==> config.mk <==
export PLATFORM = sky130hd
export DESIGN_NAME = rgb_to_hsl_converter_flat
export DESIGN_NICKNAME = d
export VERILOG_FILES = /design/src/rtl/rth_pkg.sv /design/src/rtl/rth_if.sv /design/src/rtl/rth_div.sv /design/src/rtl/rgb_to_hsl_converter.sv /design/src/flat_wrapper.sv
export VERILOG_INCLUDE_DIRS = /design/src /design/src/rtl
export SDC_FILE = /design/constraint.sdc
export NUM_CORES = 2
export LEC_CHECK = 0
export CAP_MARGIN = 20
export CORE_ASPECT_RATIO = 1.5
export CORE_MARGIN = 10
export CORE_UTILIZATION = 25
export CTS_BUF_LIST = sky130_fd_sc_hd__clkbuf_4
export DETAILED_ROUTE_END_ITERATION = 7
export DONT_BUFFER_PORTS = 1
export GPL_ROUTABILITY_DRIVEN = 0
export PLACE_DENSITY = 0.45
export RECOVER_POWER = 100
export SYNTH_ARGS = -nofsm -noshare
export SYNTH_HDL_FRONTEND = slang
export SYNTH_SLANG_ARGS = --single-unit
export TNS_END_PERCENT = 50
==> constraint.sdc <==
create_clock -name clk -period 120.3 [get_ports clk]
set_input_delay 6.015 -clock clk [delete_from_list [all_inputs] [get_ports clk]]
set_output_delay 6.015 -clock clk [all_outputs]
set_load 0.05 [all_outputs]
==> src/rtl/assert_macros.svh <==
// Assertion macros for the RTL top level.
`ifndef ASSERT_MACROS_SVH
`define ASSERT_MACROS_SVH

// Same-cycle implication, sampled on clk, off while rst_n is low.
`define RTH_ASSERT_IMP(lbl, ante, cons, msg) \
  lbl: assert property (@(posedge clk) disable iff (!rst_n) (ante) |-> (cons)) \
    else $error(msg);

// Next-cycle implication, sampled on clk, off while rst_n is low.
`define RTH_ASSERT_NXT(lbl, ante, cons, msg) \
  lbl: assert property (@(posedge clk) disable iff (!rst_n) (ante) |=> (cons)) \
    else $error(msg);

`endif

==> src/rtl/rth_pkg.sv <==
// Types and constants for the RGB to HSL converter.
`timescale 1ns / 1ps

package rth_pkg;

  localparam int CH_W  = 8;
  localparam int NUM_W = 11;
  localparam int DEN_W = 12;

  localparam logic [NUM_W-1:0] LIGHT_DEN = 11'd510;

  typedef enum logic [1:0] {
    SEL_RED,
    SEL_GREEN,
    SEL_BLUE
  } rth_sel_t;

endpackage

==> src/rtl/rth_if.sv <==
// Valid/ready channel interfaces for pixel and HSL result requests.
`timescale 1ns / 1ps

interface rth_in_if
  import rth_pkg::*;
  ();
  logic            valid;
  logic            ready;
  logic [CH_W-1:0] red;
  logic [CH_W-1:0] green;
  logic [CH_W-1:0] blue;

  modport source (output valid, output red, output green, output blue, input ready);
  modport sink (input valid, input red, input green, input blue, output ready);
endinterface

interface rth_out_if #(
  parameter int FRAC_BITS = 16
) ();
  logic                 valid;
  logic                 ready;
  logic [FRAC_BITS-1:0] hue;
  logic [FRAC_BITS-1:0] saturation;
  logic [FRAC_BITS-1:0] lightness;

  modport source (output valid, output hue, output saturation, output lightness,
                  input ready);
  modport sink (input valid, input hue, input saturation, input lightness,
                output ready);
endinterface

==> src/rtl/rth_div.sv <==
// Pipelined restoring divider, one quotient bit per stage.
`timescale 1ns / 1ps

module rth_div #(
  parameter int Q_W   = 16,
  parameter int DEN_W = 12
) (
  input  logic             clk,
  input  logic             en,
  input  logic [DEN_W-1:0] num_hi,
  input  logic [Q_W-1:0]   num_lo,
  input  logic [DEN_W-1:0] den,
  output logic [Q_W-1:0]   quo
);

  // num_hi must be below den so the quotient fits in Q_W bits
  logic [DEN_W-1:0] rem_r [0:Q_W];
  logic [Q_W-1:0]   lq_r  [0:Q_W];
  logic [DEN_W-1:0] den_r [0:Q_W];

  always_ff @(posedge clk) begin
    if (en) begin
      rem_r[0] <= num_hi;
      lq_r[0]  <= num_lo;
      den_r[0] <= den;
    end
  end

  for (genvar k = 0; k < Q_W; k++) begin : g_step
    logic [DEN_W:0]   t;
    logic [DEN_W:0]   diff;
    logic             ge;
    logic [DEN_W-1:0] rem_nxt;
    logic [Q_W-1:0]   lq_nxt;

    always_comb begin
      t       = {rem_r[k], lq_r[k][Q_W-1]};
      diff    = t - {1'b0, den_r[k]};
      ge      = (t >= {1'b0, den_r[k]});
      rem_nxt = ge ? diff[DEN_W-1:0] : t[DEN_W-1:0];
      lq_nxt  = {lq_r[k][Q_W-2:0], ge};
    end

    always_ff @(posedge clk) begin
      if (en) begin
        rem_r[k+1] <= rem_nxt;
        lq_r[k+1]  <= lq_nxt;
        den_r[k+1] <= den_r[k];
      end
    end
  end

  assign quo = lq_r[Q_W];

endmodule

==> src/rtl/rgb_to_hsl_converter.sv <==
// Top level of the RGB to HSL converter.
// Takes one 8-bit RGB pixel per clock while in_chan.ready is high and returns hue,
// saturation and lightness as FRAC_BITS-bit fractions (all ones = 1.0, hue a fraction
// of a full turn), each rounded to nearest with ties up. Gray pixels give zero hue
// and saturation. Throughput is one pixel per cycle while in_chan.ready is high; a
// pixel passes through four front stages, the one-bit-per-stage divider pipelines and
// the output register. A two-entry output buffer keeps in_chan.ready high while one
// result waits; the pipeline stalls as a whole only when both entries are full.
`timescale 1ns / 1ps
`include "assert_macros.svh"

module rgb_to_hsl_converter
  import rth_pkg::*;
#(
  parameter int FRAC_BITS = 16
) (
  input  logic      clk,
  input  logic      rst_n,
  rth_in_if.sink    in_chan,
  rth_out_if.source out_chan
);

  localparam int Q_W    = FRAC_BITS;
  localparam int NW     = FRAC_BITS + DEN_W;
  localparam int LP_W   = FRAC_BITS + 1;
  localparam int LV_W   = 16;
  localparam int CH_MAX = (2 ** CH_W) - 1;
  // 2^FRAC_BITS = CH_MAX * LQ + LR
  localparam int LQ     = (2 ** FRAC_BITS) / CH_MAX;
  localparam int LR     = (2 ** FRAC_BITS) % CH_MAX;

  function automatic logic [NW-1:0] build_n(input logic [NUM_W-1:0] num,
                                           input logic [NUM_W-1:0] den);
    logic [NW-1:0] n;
    begin
      n = NW'(num);
      return (n << (FRAC_BITS + 1)) - (n << 1) + NW'(den);
    end
  endfunction

  logic en;

  // stage 1: input register
  logic            v1_r;
  logic [CH_W-1:0] r1_r, g1_r, b1_r;

  // stage 2: max, min, sector
  logic            v2_r;
  logic [CH_W-1:0] r2_r, g2_r, b2_r, mx2_r, mn2_r;
  rth_sel_t        sel2_r;
  logic [CH_W-1:0] mx2_nxt, mn2_nxt;
  rth_sel_t        sel2_nxt;

  // stage 3: range, sum, hue operands
  logic            v3_r;
  logic [CH_W-1:0] d3_r, hx3_r, hy3_r;
  logic [CH_W:0]   sum3_r;
  rth_sel_t        sel3_r;
  logic            neg3_r;
  logic [CH_W-1:0] hx3_nxt, hy3_nxt;

  // stage 4: numerators and denominators
  logic             v4_r, gray4_r;
  logic [NUM_W-1:0] hnum4_r, hden4_r;
  logic [CH_W-1:0]  snum4_r, sden4_r;
  logic [Q_W-1:0]   lh4_r;
  logic [LV_W-1:0]  lv4_r, lv4_nxt;
  logic [LP_W-1:0]  lprod_nxt;
  logic [NUM_W-1:0] d6_nxt, base_nxt, hnum4_nxt;
  logic [CH_W-1:0]  sden4_nxt;

  // divider inputs
  logic [NW-1:0] hn, sn;

  // lightness finish: floor(x / 255) for x below 65535
  logic [LV_W-1:0] lx, lt;
  logic [Q_W-1:0]  lit_nxt;

  // divider side band
  logic           dv_r [0:Q_W];
  logic           dg_r [0:Q_W];
  logic [Q_W-1:0] dl_r [0:Q_W];
  logic [Q_W-1:0] hue_q, sat_q, lit_q;

  // output register and skid entry
  logic           out_v_r, skid_v_r;
  logic           out_v_nxt, skid_v_nxt;
  logic [Q_W-1:0] out_h_r, out_s_r, out_l_r;
  logic [Q_W-1:0] skid_h_r, skid_s_r, skid_l_r;
  logic [Q_W-1:0] fin_h, fin_s;
  logic           push, take;

  assign en = !skid_v_r;
  assign in_chan.ready = en;

  always_ff @(posedge clk) begin
    if (en) begin
      r1_r <= in_chan.red;
      g1_r <= in_chan.green;
      b1_r <= in_chan.blue;
    end
  end

  always_comb begin
    if (r1_r >= g1_r && r1_r >= b1_r) begin
      sel2_nxt = SEL_RED;
      mx2_nxt  = r1_r;
    end else if (g1_r >= b1_r) begin
      sel2_nxt = SEL_GREEN;
      mx2_nxt  = g1_r;
    end else begin
      sel2_nxt = SEL_BLUE;
      mx2_nxt  = b1_r;
    end
    mn2_nxt = r1_r;
    if (g1_r < mn2_nxt) mn2_nxt = g1_r;
    if (b1_r < mn2_nxt) mn2_nxt = b1_r;
  end

  always_ff @(posedge clk) begin
    if (en) begin
      r2_r   <= r1_r;
      g2_r   <= g1_r;
      b2_r   <= b1_r;
      mx2_r  <= mx2_nxt;
      mn2_r  <= mn2_nxt;
      sel2_r <= sel2_nxt;
    end
  end

  always_comb begin
    unique case (sel2_r)
      SEL_RED: begin
        hx3_nxt = g2_r;
        hy3_nxt = b2_r;
      end
      SEL_GREEN: begin
        hx3_nxt = b2_r;
        hy3_nxt = r2_r;
      end
      SEL_BLUE: begin
        hx3_nxt = r2_r;
        hy3_nxt = g2_r;
      end
      default: begin
        hx3_nxt = '0;
        hy3_nxt = '0;
      end
    endcase
  end

  always_ff @(posedge clk) begin
    if (en) begin
      d3_r   <= mx2_r - mn2_r;
      sum3_r <= {1'b0, mx2_r} + {1'b0, mn2_r};
      sel3_r <= sel2_r;
      hx3_r  <= hx3_nxt;
      hy3_r  <= hy3_nxt;
      neg3_r <= (hx3_nxt < hy3_nxt);
    end
  end

  always_comb begin
    d6_nxt = (NUM_W'(d3_r) << 2) + (NUM_W'(d3_r) << 1);
    unique case (sel3_r)
      SEL_RED:   base_nxt = neg3_r ? d6_nxt : '0;
      SEL_GREEN: base_nxt = NUM_W'(d3_r) << 1;
      SEL_BLUE:  base_nxt = NUM_W'(d3_r) << 2;
      default:   base_nxt = '0;
    endcase
    hnum4_nxt = base_nxt + NUM_W'(hx3_r) - NUM_W'(hy3_r);
    // lighter half uses 510 - sum; the result never exceeds 255
    if (sum3_r[CH_W]) sden4_nxt = CH_W'(LIGHT_DEN - NUM_W'(sum3_r));
    else              sden4_nxt = sum3_r[CH_W-1:0];
    // FULL * sum + 255 = 510 * (LQ * sum / 2) + (LR - 1) * sum + 255, split on parity
    lprod_nxt = LP_W'(LQ) * LP_W'(sum3_r);
    lv4_nxt   = LV_W'(LR - 1) * LV_W'(sum3_r) + LV_W'(CH_MAX)
              + (lprod_nxt[0] ? LV_W'(CH_MAX) : '0);
  end

  always_ff @(posedge clk) begin
    if (en) begin
      hnum4_r <= hnum4_nxt;
      hden4_r <= d6_nxt;
      snum4_r <= d3_r;
      sden4_r <= sden4_nxt;
      lh4_r   <= lprod_nxt[LP_W-1:1];
      lv4_r   <= lv4_nxt;
      gray4_r <= (d3_r == '0);
    end
  end

  assign hn = build_n(hnum4_r, hden4_r);
  assign sn = build_n(NUM_W'(snum4_r), NUM_W'(sden4_r));

  assign lx      = LV_W'(lv4_r[LV_W-1:1]);
  assign lt      = lx + LV_W'(1) + (lx >> CH_W);
  assign lit_nxt = lh4_r + Q_W'(lt[LV_W-1:CH_W]);

  rth_div #(.Q_W(Q_W), .DEN_W(DEN_W)) u_div_hue (
    .clk    (clk),
    .en     (en),
    .num_hi (hn[NW-1:Q_W]),
    .num_lo (hn[Q_W-1:0]),
    .den    ({hden4_r, 1'b0}),
    .quo    (hue_q)
  );

  rth_div #(.Q_W(Q_W), .DEN_W(DEN_W)) u_div_sat (
    .clk    (clk),
    .en     (en),
    .num_hi (sn[NW-1:Q_W]),
    .num_lo (sn[Q_W-1:0]),
    .den    ({3'b000, sden4_r, 1'b0}),
    .quo    (sat_q)
  );

  always_ff @(posedge clk) begin
    if (en) begin
      dg_r[0] <= gray4_r;
      dl_r[0] <= lit_nxt;
      for (int k = 0; k < Q_W; k++) begin
        dg_r[k+1] <= dg_r[k];
        dl_r[k+1] <= dl_r[k];
      end
    end
  end

  assign lit_q = dl_r[Q_W];

  always_ff @(posedge clk) begin
    if (!rst_n) begin
      v1_r <= 1'b0;
      v2_r <= 1'b0;
      v3_r <= 1'b0;
      v4_r <= 1'b0;
      for (int k = 0; k <= Q_W; k++) dv_r[k] <= 1'b0;
    end else if (en) begin
      v1_r    <= in_chan.valid;
      v2_r    <= v1_r;
      v3_r    <= v2_r;
      v4_r    <= v3_r;
      dv_r[0] <= v4_r;
      for (int k = 0; k < Q_W; k++) dv_r[k+1] <= dv_r[k];
    end
  end

  assign fin_h = dg_r[Q_W] ? '0 : hue_q;
  assign fin_s = dg_r[Q_W] ? '0 : sat_q;
  assign push  = en && dv_r[Q_W];
  assign take  = out_v_r && out_chan.ready;

  always_comb begin
    if (!out_v_r || take) begin
      out_v_nxt  = skid_v_r || push;
      skid_v_nxt = 1'b0;
    end else begin
      out_v_nxt  = out_v_r;
      skid_v_nxt = push ? 1'b1 : skid_v_r;
    end
  end

  always_ff @(posedge clk) begin
    if (!rst_n) begin
      out_v_r  <= 1'b0;
      skid_v_r <= 1'b0;
    end else begin
      out_v_r  <= out_v_nxt;
      skid_v_r <= skid_v_nxt;
    end
  end

  always_ff @(posedge clk) begin
    if (!out_v_r || take) begin
      if (skid_v_r) begin
        out_h_r <= skid_h_r;
        out_s_r <= skid_s_r;
        out_l_r <= skid_l_r;
      end else begin
        out_h_r <= fin_h;
        out_s_r <= fin_s;
        out_l_r <= lit_q;
      end
    end else if (push) begin
      skid_h_r <= fin_h;
      skid_s_r <= fin_s;
      skid_l_r <= lit_q;
    end
  end

  assign out_chan.valid      = out_v_r;
  assign out_chan.hue        = out_h_r;
  assign out_chan.saturation = out_s_r;
  assign out_chan.lightness  = out_l_r;

  `RTH_ASSERT_IMP(a_skid_needs_out, skid_v_r, out_v_r, "skid full with output empty")
  `RTH_ASSERT_NXT(a_push_lands, push, out_v_r, "result left pipeline but output is empty")
  `RTH_ASSERT_NXT(a_stall_keeps_skid, skid_v_r && !out_chan.ready, skid_v_r && out_v_r,
                  "stalled request dropped from skid")

endmodule

==> src/flat_wrapper.sv <==
// flat-port wrapper written by rule: the top's interface ports become plain ports
module rgb_to_hsl_converter_flat import rth_pkg::*;
#(
  parameter int FRAC_BITS = 16
)
  (clk, rst_n, in_chan_valid, in_chan_red, in_chan_green, in_chan_blue, in_chan_ready, out_chan_valid, out_chan_hue, out_chan_saturation, out_chan_lightness, out_chan_ready);
  rth_in_if in_chan_i ();
  rth_out_if #(.FRAC_BITS(FRAC_BITS)) out_chan_i ();
  input  logic clk;
  input  logic rst_n;
  input wire logic [$bits(in_chan_i.valid)-1:0] in_chan_valid;
  input wire logic [$bits(in_chan_i.red)-1:0] in_chan_red;
  input wire logic [$bits(in_chan_i.green)-1:0] in_chan_green;
  input wire logic [$bits(in_chan_i.blue)-1:0] in_chan_blue;
  output wire logic [$bits(in_chan_i.ready)-1:0] in_chan_ready;
  output wire logic [$bits(out_chan_i.valid)-1:0] out_chan_valid;
  output wire logic [$bits(out_chan_i.hue)-1:0] out_chan_hue;
  output wire logic [$bits(out_chan_i.saturation)-1:0] out_chan_saturation;
  output wire logic [$bits(out_chan_i.lightness)-1:0] out_chan_lightness;
  input wire logic [$bits(out_chan_i.ready)-1:0] out_chan_ready;
  assign in_chan_i.valid = in_chan_valid;
  assign in_chan_i.red = in_chan_red;
  assign in_chan_i.green = in_chan_green;
  assign in_chan_i.blue = in_chan_blue;
  assign in_chan_ready = in_chan_i.ready;
  assign out_chan_valid = out_chan_i.valid;
  assign out_chan_hue = out_chan_i.hue;
  assign out_chan_saturation = out_chan_i.saturation;
  assign out_chan_lightness = out_chan_i.lightness;
  assign out_chan_i.ready = out_chan_ready;
  rgb_to_hsl_converter #(.FRAC_BITS(FRAC_BITS)) u_core (.clk(clk), .rst_n(rst_n), .in_chan(in_chan_i), .out_chan(out_chan_i));
endmodule
==> flow_results.xml <==
<?xml version="1.0" encoding="UTF-8"?>
<metrics>
  <group name="critical_path">
    <metric name="slowest_delay" unit="ns">6.87</metric>
    <metric name="reg2reg_depth" unit="">6</metric>
    <metric name="worstReg2RegEnd" unit="">u_core.mn2_r[4]$_DFFE_PN_</metric>
    <metric name="critical_path.endpoint_type" unit="">flop</metric>
    <metric name="cp_data_required_time" unit="ns">121.00</metric>
    <metric name="crit_arrival" unit="ns">28.97</metric>
    <metric name="crit_slowest_cell" unit="">sky130_fd_sc_hd__clkbuf_1</metric>
    <metric name="critPathLaunchType" unit="">flop</metric>
    <metric name="setup_slack_of_the_worst_register_to_register_path" unit="ns">92.03</metric>
    <metric name="crit_path_cell_trace" unit="">clkinvlp_2 &gt; clkbuf_1 &gt; clkbuf_1 &gt; clkbuf_1 &gt; clkbuf_1 &gt; clkbuf_1</metric>
    <metric name="critPathLaunch" unit="">u_core.skid_v_r$_SDFFE_PP0P_</metric>
    <metric name="worstSetupEndpoint" unit="">u_core.mn2_r[4]$_DFFE_PN_</metric>
    <metric name="r2r_start" unit="">u_core.skid_v_r$_SDFFE_PP0P_</metric>
    <metric name="worstPathMaxFanout" unit="">193</metric>
    <metric name="cpMostUsedCell" unit="">sky130_fd_sc_hd__clkbuf_1</metric>
    <metric name="setup.worst_path.class" unit="">reg2reg</metric>
  </group>
  <group name="timing">
    <metric name="rsz_0062_raised_after_global_routing" unit="">false</metric>
    <metric name="finalCritPeriodShare" unit="%">23.5</metric>
    <metric name="max_freq" unit="MHz">35.4</metric>
    <metric name="slew_violations" unit="">1811</metric>
    <metric name="min_period" unit="ns">28.27</metric>
    <metric name="totalNegativeSetupSlack" unit="ns">0</metric>
    <metric name="finalWorstSetupSlack" unit="ns">92.03</metric>
    <metric name="skew_final" unit="ns">0.119</metric>
    <metric name="timing_worst_slew_pin_value" unit="ns">9.60</metric>
    <metric name="finalSetupViolations" unit="">0</metric>
    <metric name="final-hold-violation-count" unit="">0</metric>
    <metric name="slew-limit-headroom" unit="%">-540</metric>
  </group>
  <group name="placement">
    <metric name="placed_area" unit="mm^2">0.0797</metric>
    <metric name="pre_cts_slack" unit="ns">112.49</metric>
    <metric name="numPortBuffers" unit="">0</metric>
    <metric name="detailed_place_hpwl" unit="um">92400</metric>
    <metric name="placed_cells_incl_taps" unit="">8853</metric>
  </group>
  <group name="finish">
    <metric name="area.sequential" unit="mm^2">0.0519</metric>
    <metric name="final_layout_size_suffix_gt1_share" unit="%">15.9</metric>
    <metric name="fin_area" unit="mm^2">0.0848</metric>
    <metric name="layout_commonest_cell" unit="">sky130_fd_sc_hd__edfxtp_1</metric>
    <metric name="multi_input_gate_area" unit="mm^2">0.0206</metric>
    <metric name="flow.area_growth_from_synthesis" unit="%">13.5</metric>
    <metric name="most-common-layout-cells" unit="">sky130_fd_sc_hd__edfxtp_1, sky130_fd_sc_hd__clkbuf_4, sky130_fd_sc_hd__inv_1</metric>
    <metric name="fill_cells" unit="">30226</metric>
    <metric name="layout.cells.non_filler" unit="">9614</metric>
    <metric name="layout.nets" unit="">5809</metric>
  </group>
  <group name="synth">
    <metric name="syn_area_per_cell" unit="um^2">15.2</metric>
    <metric name="netlist_instances" unit="">4918</metric>
    <metric name="syn-cell-area" unit="mm^2">0.0747</metric>
    <metric name="synthTopCellsByArea" unit="">sky130_fd_sc_hd__edfxtp_1, sky130_fd_sc_hd__ha_1, sky130_fd_sc_hd__mux2_2</metric>
    <metric name="synth_top_area_share" unit="%">69.3</metric>
    <metric name="synth_area_leader_cell" unit="">sky130_fd_sc_hd__edfxtp_1</metric>
    <metric name="synth.yosys.seq_area_share" unit="%">69.4</metric>
    <metric name="yosysUniqueCellTypes" unit="">72</metric>
    <metric name="ys.warnings.count" unit="">0</metric>
    <metric name="prevailing_post_synth_register_cell" unit="">sky130_fd_sc_hd__edfxtp_1</metric>
    <metric name="yosys_register_bits" unit="">1729</metric>
    <metric name="number_of_synthesized_flops_with_an_enable_pin" unit="">1723</metric>
    <metric name="postSynth.asyncResetShare" unit="%">0</metric>
  </group>
  <group name="detailed_routing">
    <metric name="drtIter0Drc" unit="">1588</metric>
    <metric name="detailed_routing_iterations_pass_1" unit="">5</metric>
    <metric name="routedWlPerCell" unit="um">13.9</metric>
    <metric name="detail_route_antenna_nets" unit="">0</metric>
    <metric name="drt_drc_violations_left" unit="">0</metric>
    <metric name="postRouteWirelength" unit="um">134000</metric>
    <metric name="num_vias" unit="">38945</metric>
    <metric name="viasPerCell" unit="">4.05</metric>
  </group>
  <group name="floorplan">
    <metric name="rows" unit="">245</metric>
    <metric name="starting_utilization_of_the_core_area" unit="%">25.1</metric>
    <metric name="core_area" unit="mm^2">0.297</metric>
    <metric name="die_height" unit="um">689</metric>
    <metric name="top_level_ports" unit="">78</metric>
    <metric name="die-area" unit="mm^2">0.322</metric>
    <metric name="chipWidth" unit="um">466</metric>
  </group>
  <group name="global_routing">
    <metric name="first_global_vias" unit="">42498</metric>
    <metric name="grt_max_degree" unit="">194</metric>
    <metric name="grt_antenna_before_repair" unit="">7</metric>
    <metric name="grt_usage" unit="%">8.14</metric>
    <metric name="global_route_overflow" unit="">0</metric>
    <metric name="first_pass_grt_wire_length" unit="um">214000</metric>
  </group>
  <group name="clock_tree">
    <metric name="post-cts-setup-buffer-count" unit="">0</metric>
    <metric name="clockBufferDepth" unit="">4</metric>
    <metric name="cts_hold_fix_bufs" unit="">0</metric>
    <metric name="post_cts_resized" unit="">0</metric>
    <metric name="worstSkewPairLatency" unit="ns">1.24</metric>
    <metric name="num_clock_sinks" unit="">1729</metric>
    <metric name="cts-htree-levels" unit="">5</metric>
    <metric name="ctsRootBufferMaster" unit="">sky130_fd_sc_hd__clkbuf_4</metric>
    <metric name="cts_buffers" unit="">444</metric>
    <metric name="cts.reportedPaths.clkPinSlew" unit="ns">0.07</metric>
    <metric name="tritoncts" unit="">done</metric>
  </group>
  <group name="outcome">
    <metric name="status" unit="">finished with violations</metric>
    <metric name="violated_checks" unit="">capacitance limit, slew limit</metric>
  </group>
  <group name="power">
    <metric name="irDropWorstVdd" unit="mV">0.00879</metric>
    <metric name="leakagePower" unit="nW">31.9</metric>
    <metric name="overall_power" unit="mW">2.68</metric>
    <metric name="cellPowerDensity" unit="mW/mm^2">31.6</metric>
  </group>
  <group name="job">
    <metric name="maxCapViolations" unit="">21</metric>
  </group>
  <group name="hold_path">
    <metric name="worstHoldPathType" unit="">reg2reg</metric>
  </group>
</metrics>
Yosys cell counts (all sizes together), types with 34 or more instances:
| cell type | count |
|---|---|
| mux2 | 233 |
| fa | 42 |
| nand2b | 45 |
| nor4 | 38 |
| o21a | 52 |
| nand2 | 127 |
| nand3 | 46 |
| mux2i | 103 |
| xor2 | 65 |
| xnor2 | 203 |
| nand4 | 62 |
| inv | 520 |
| ha | 390 |
| nor3 | 79 |
| nor2 | 217 |
| a21o | 61 |
| a21oi | 236 |
| nor2b | 173 |
| o31ai | 34 |
| o21ai | 189 |
| edfxtp | 1723 |
metal layers:
metal | share of wire (%) | global-route usage (%) | vias up
li1 | - | - | 19278
met1 | 34 | 7.26 | 18437
met2 | 56 | 16.2 | 785
met3 | 4.6 | 2.11 | 437
met4 | 5.2 | 4.67 | 8
met5 | 0.040 | 0 | -
area by class of cell:
cell class              instances  area share (%)
flip-flops and latches       1729            61.1
multi-input cells            2625            24.3
well taps                    3952            5.83
clock buffers                 639            5.66
inverters                     521            2.31
clock inverters               112           0.628
repair buffers                 28           0.133
diodes                          8          0.0236
logic make-up after synthesis:
logic type	after synthesis	synth area share [%]
AND/OR/NAND/NOR	887	6.27
buffers and inverters	565	2.89
flip-flops	1729	69.4
adder cells (fa/ha/maj)	432	7.66
AO/OA/AOI/OAI	700	5.72
other	1	0.00502
XOR/XNOR	268	3.14
multiplexers	336	4.90
flip-flops by register name, indices dropped and copies added, names as in the netlist, 17 cells and up:
| name | flops |
|---|---|
| u_core.u_div_hue.rem_r | 192 |
| u_core.dg_r | 17 |
| u_core.u_div_sat.den_r | 112 |
| u_core.u_div_hue.den_r | 144 |
| u_core.u_div_sat.lq_r | 272 |
| u_core.u_div_sat.rem_r | 192 |
| u_core.dl_r | 272 |
| u_core.u_div_hue.lq_r | 256 |
| u_core.dv_r | 17 |
report_power, final:
part	switching, mW	total, mW	internal [mW]	leakage, nW
logic	0.522	1.00	0.478	11.1
clock network	0.228	0.475	0.247	3.20
registers	0.149	1.20	1.05	17.6
total	0.900	2.68	1.78	31.9
stage by stage:
stage | hold WS, ns | utilization (%)
final | 0.322 | 28.5
after global routing | 0.314 | 28.5
after CTS | 0.317 | 28.6
after detailed placement | 0.405 | 26.8
after global placement | 0.401 | 26.8
after floorplan | 0.400 | -
worst max-delay path: cells and delay by family, from the launching register on:
family	cells	cell delay (ns)
flip-flops	1	0.32
buffers and inverters	6	27.08
worst min path at each step:
stage                                           start                                       to  slack (ns)  cells past startpoint
2_1_floorplan                u_core.gray4_r$_DFFE_PN_              u_core.dg_r[0][0]$_DFFE_PN_        0.40                      0
3_3_place_gp   u_core.u_div_hue.lq_r[1][37]$_DFFE_PN_   u_core.u_div_hue.lq_r[1][54]$_DFFE_PN_        0.40                      0
3_5_place_dp             u_core.dg_r[0][14]$_DFFE_PN_             u_core.dg_r[0][15]$_DFFE_PN_        0.40                      0
4_1_cts                   u_core.dl_r[4][7]$_DFFE_PN_              u_core.dl_r[5][7]$_DFFE_PN_        0.32                      0
5_1_grt        u_core.u_div_hue.lq_r[0][48]$_DFFE_PN_    u_core.u_div_hue.lq_r[1][1]$_DFFE_PN_        0.31                      0
6_report       u_core.u_div_sat.lq_r[0][91]$_DFFE_PN_  u_core.u_div_sat.lq_r[0][108]$_DFFE_PN_        0.32                      0
Power figures use the tool's default switching activity.
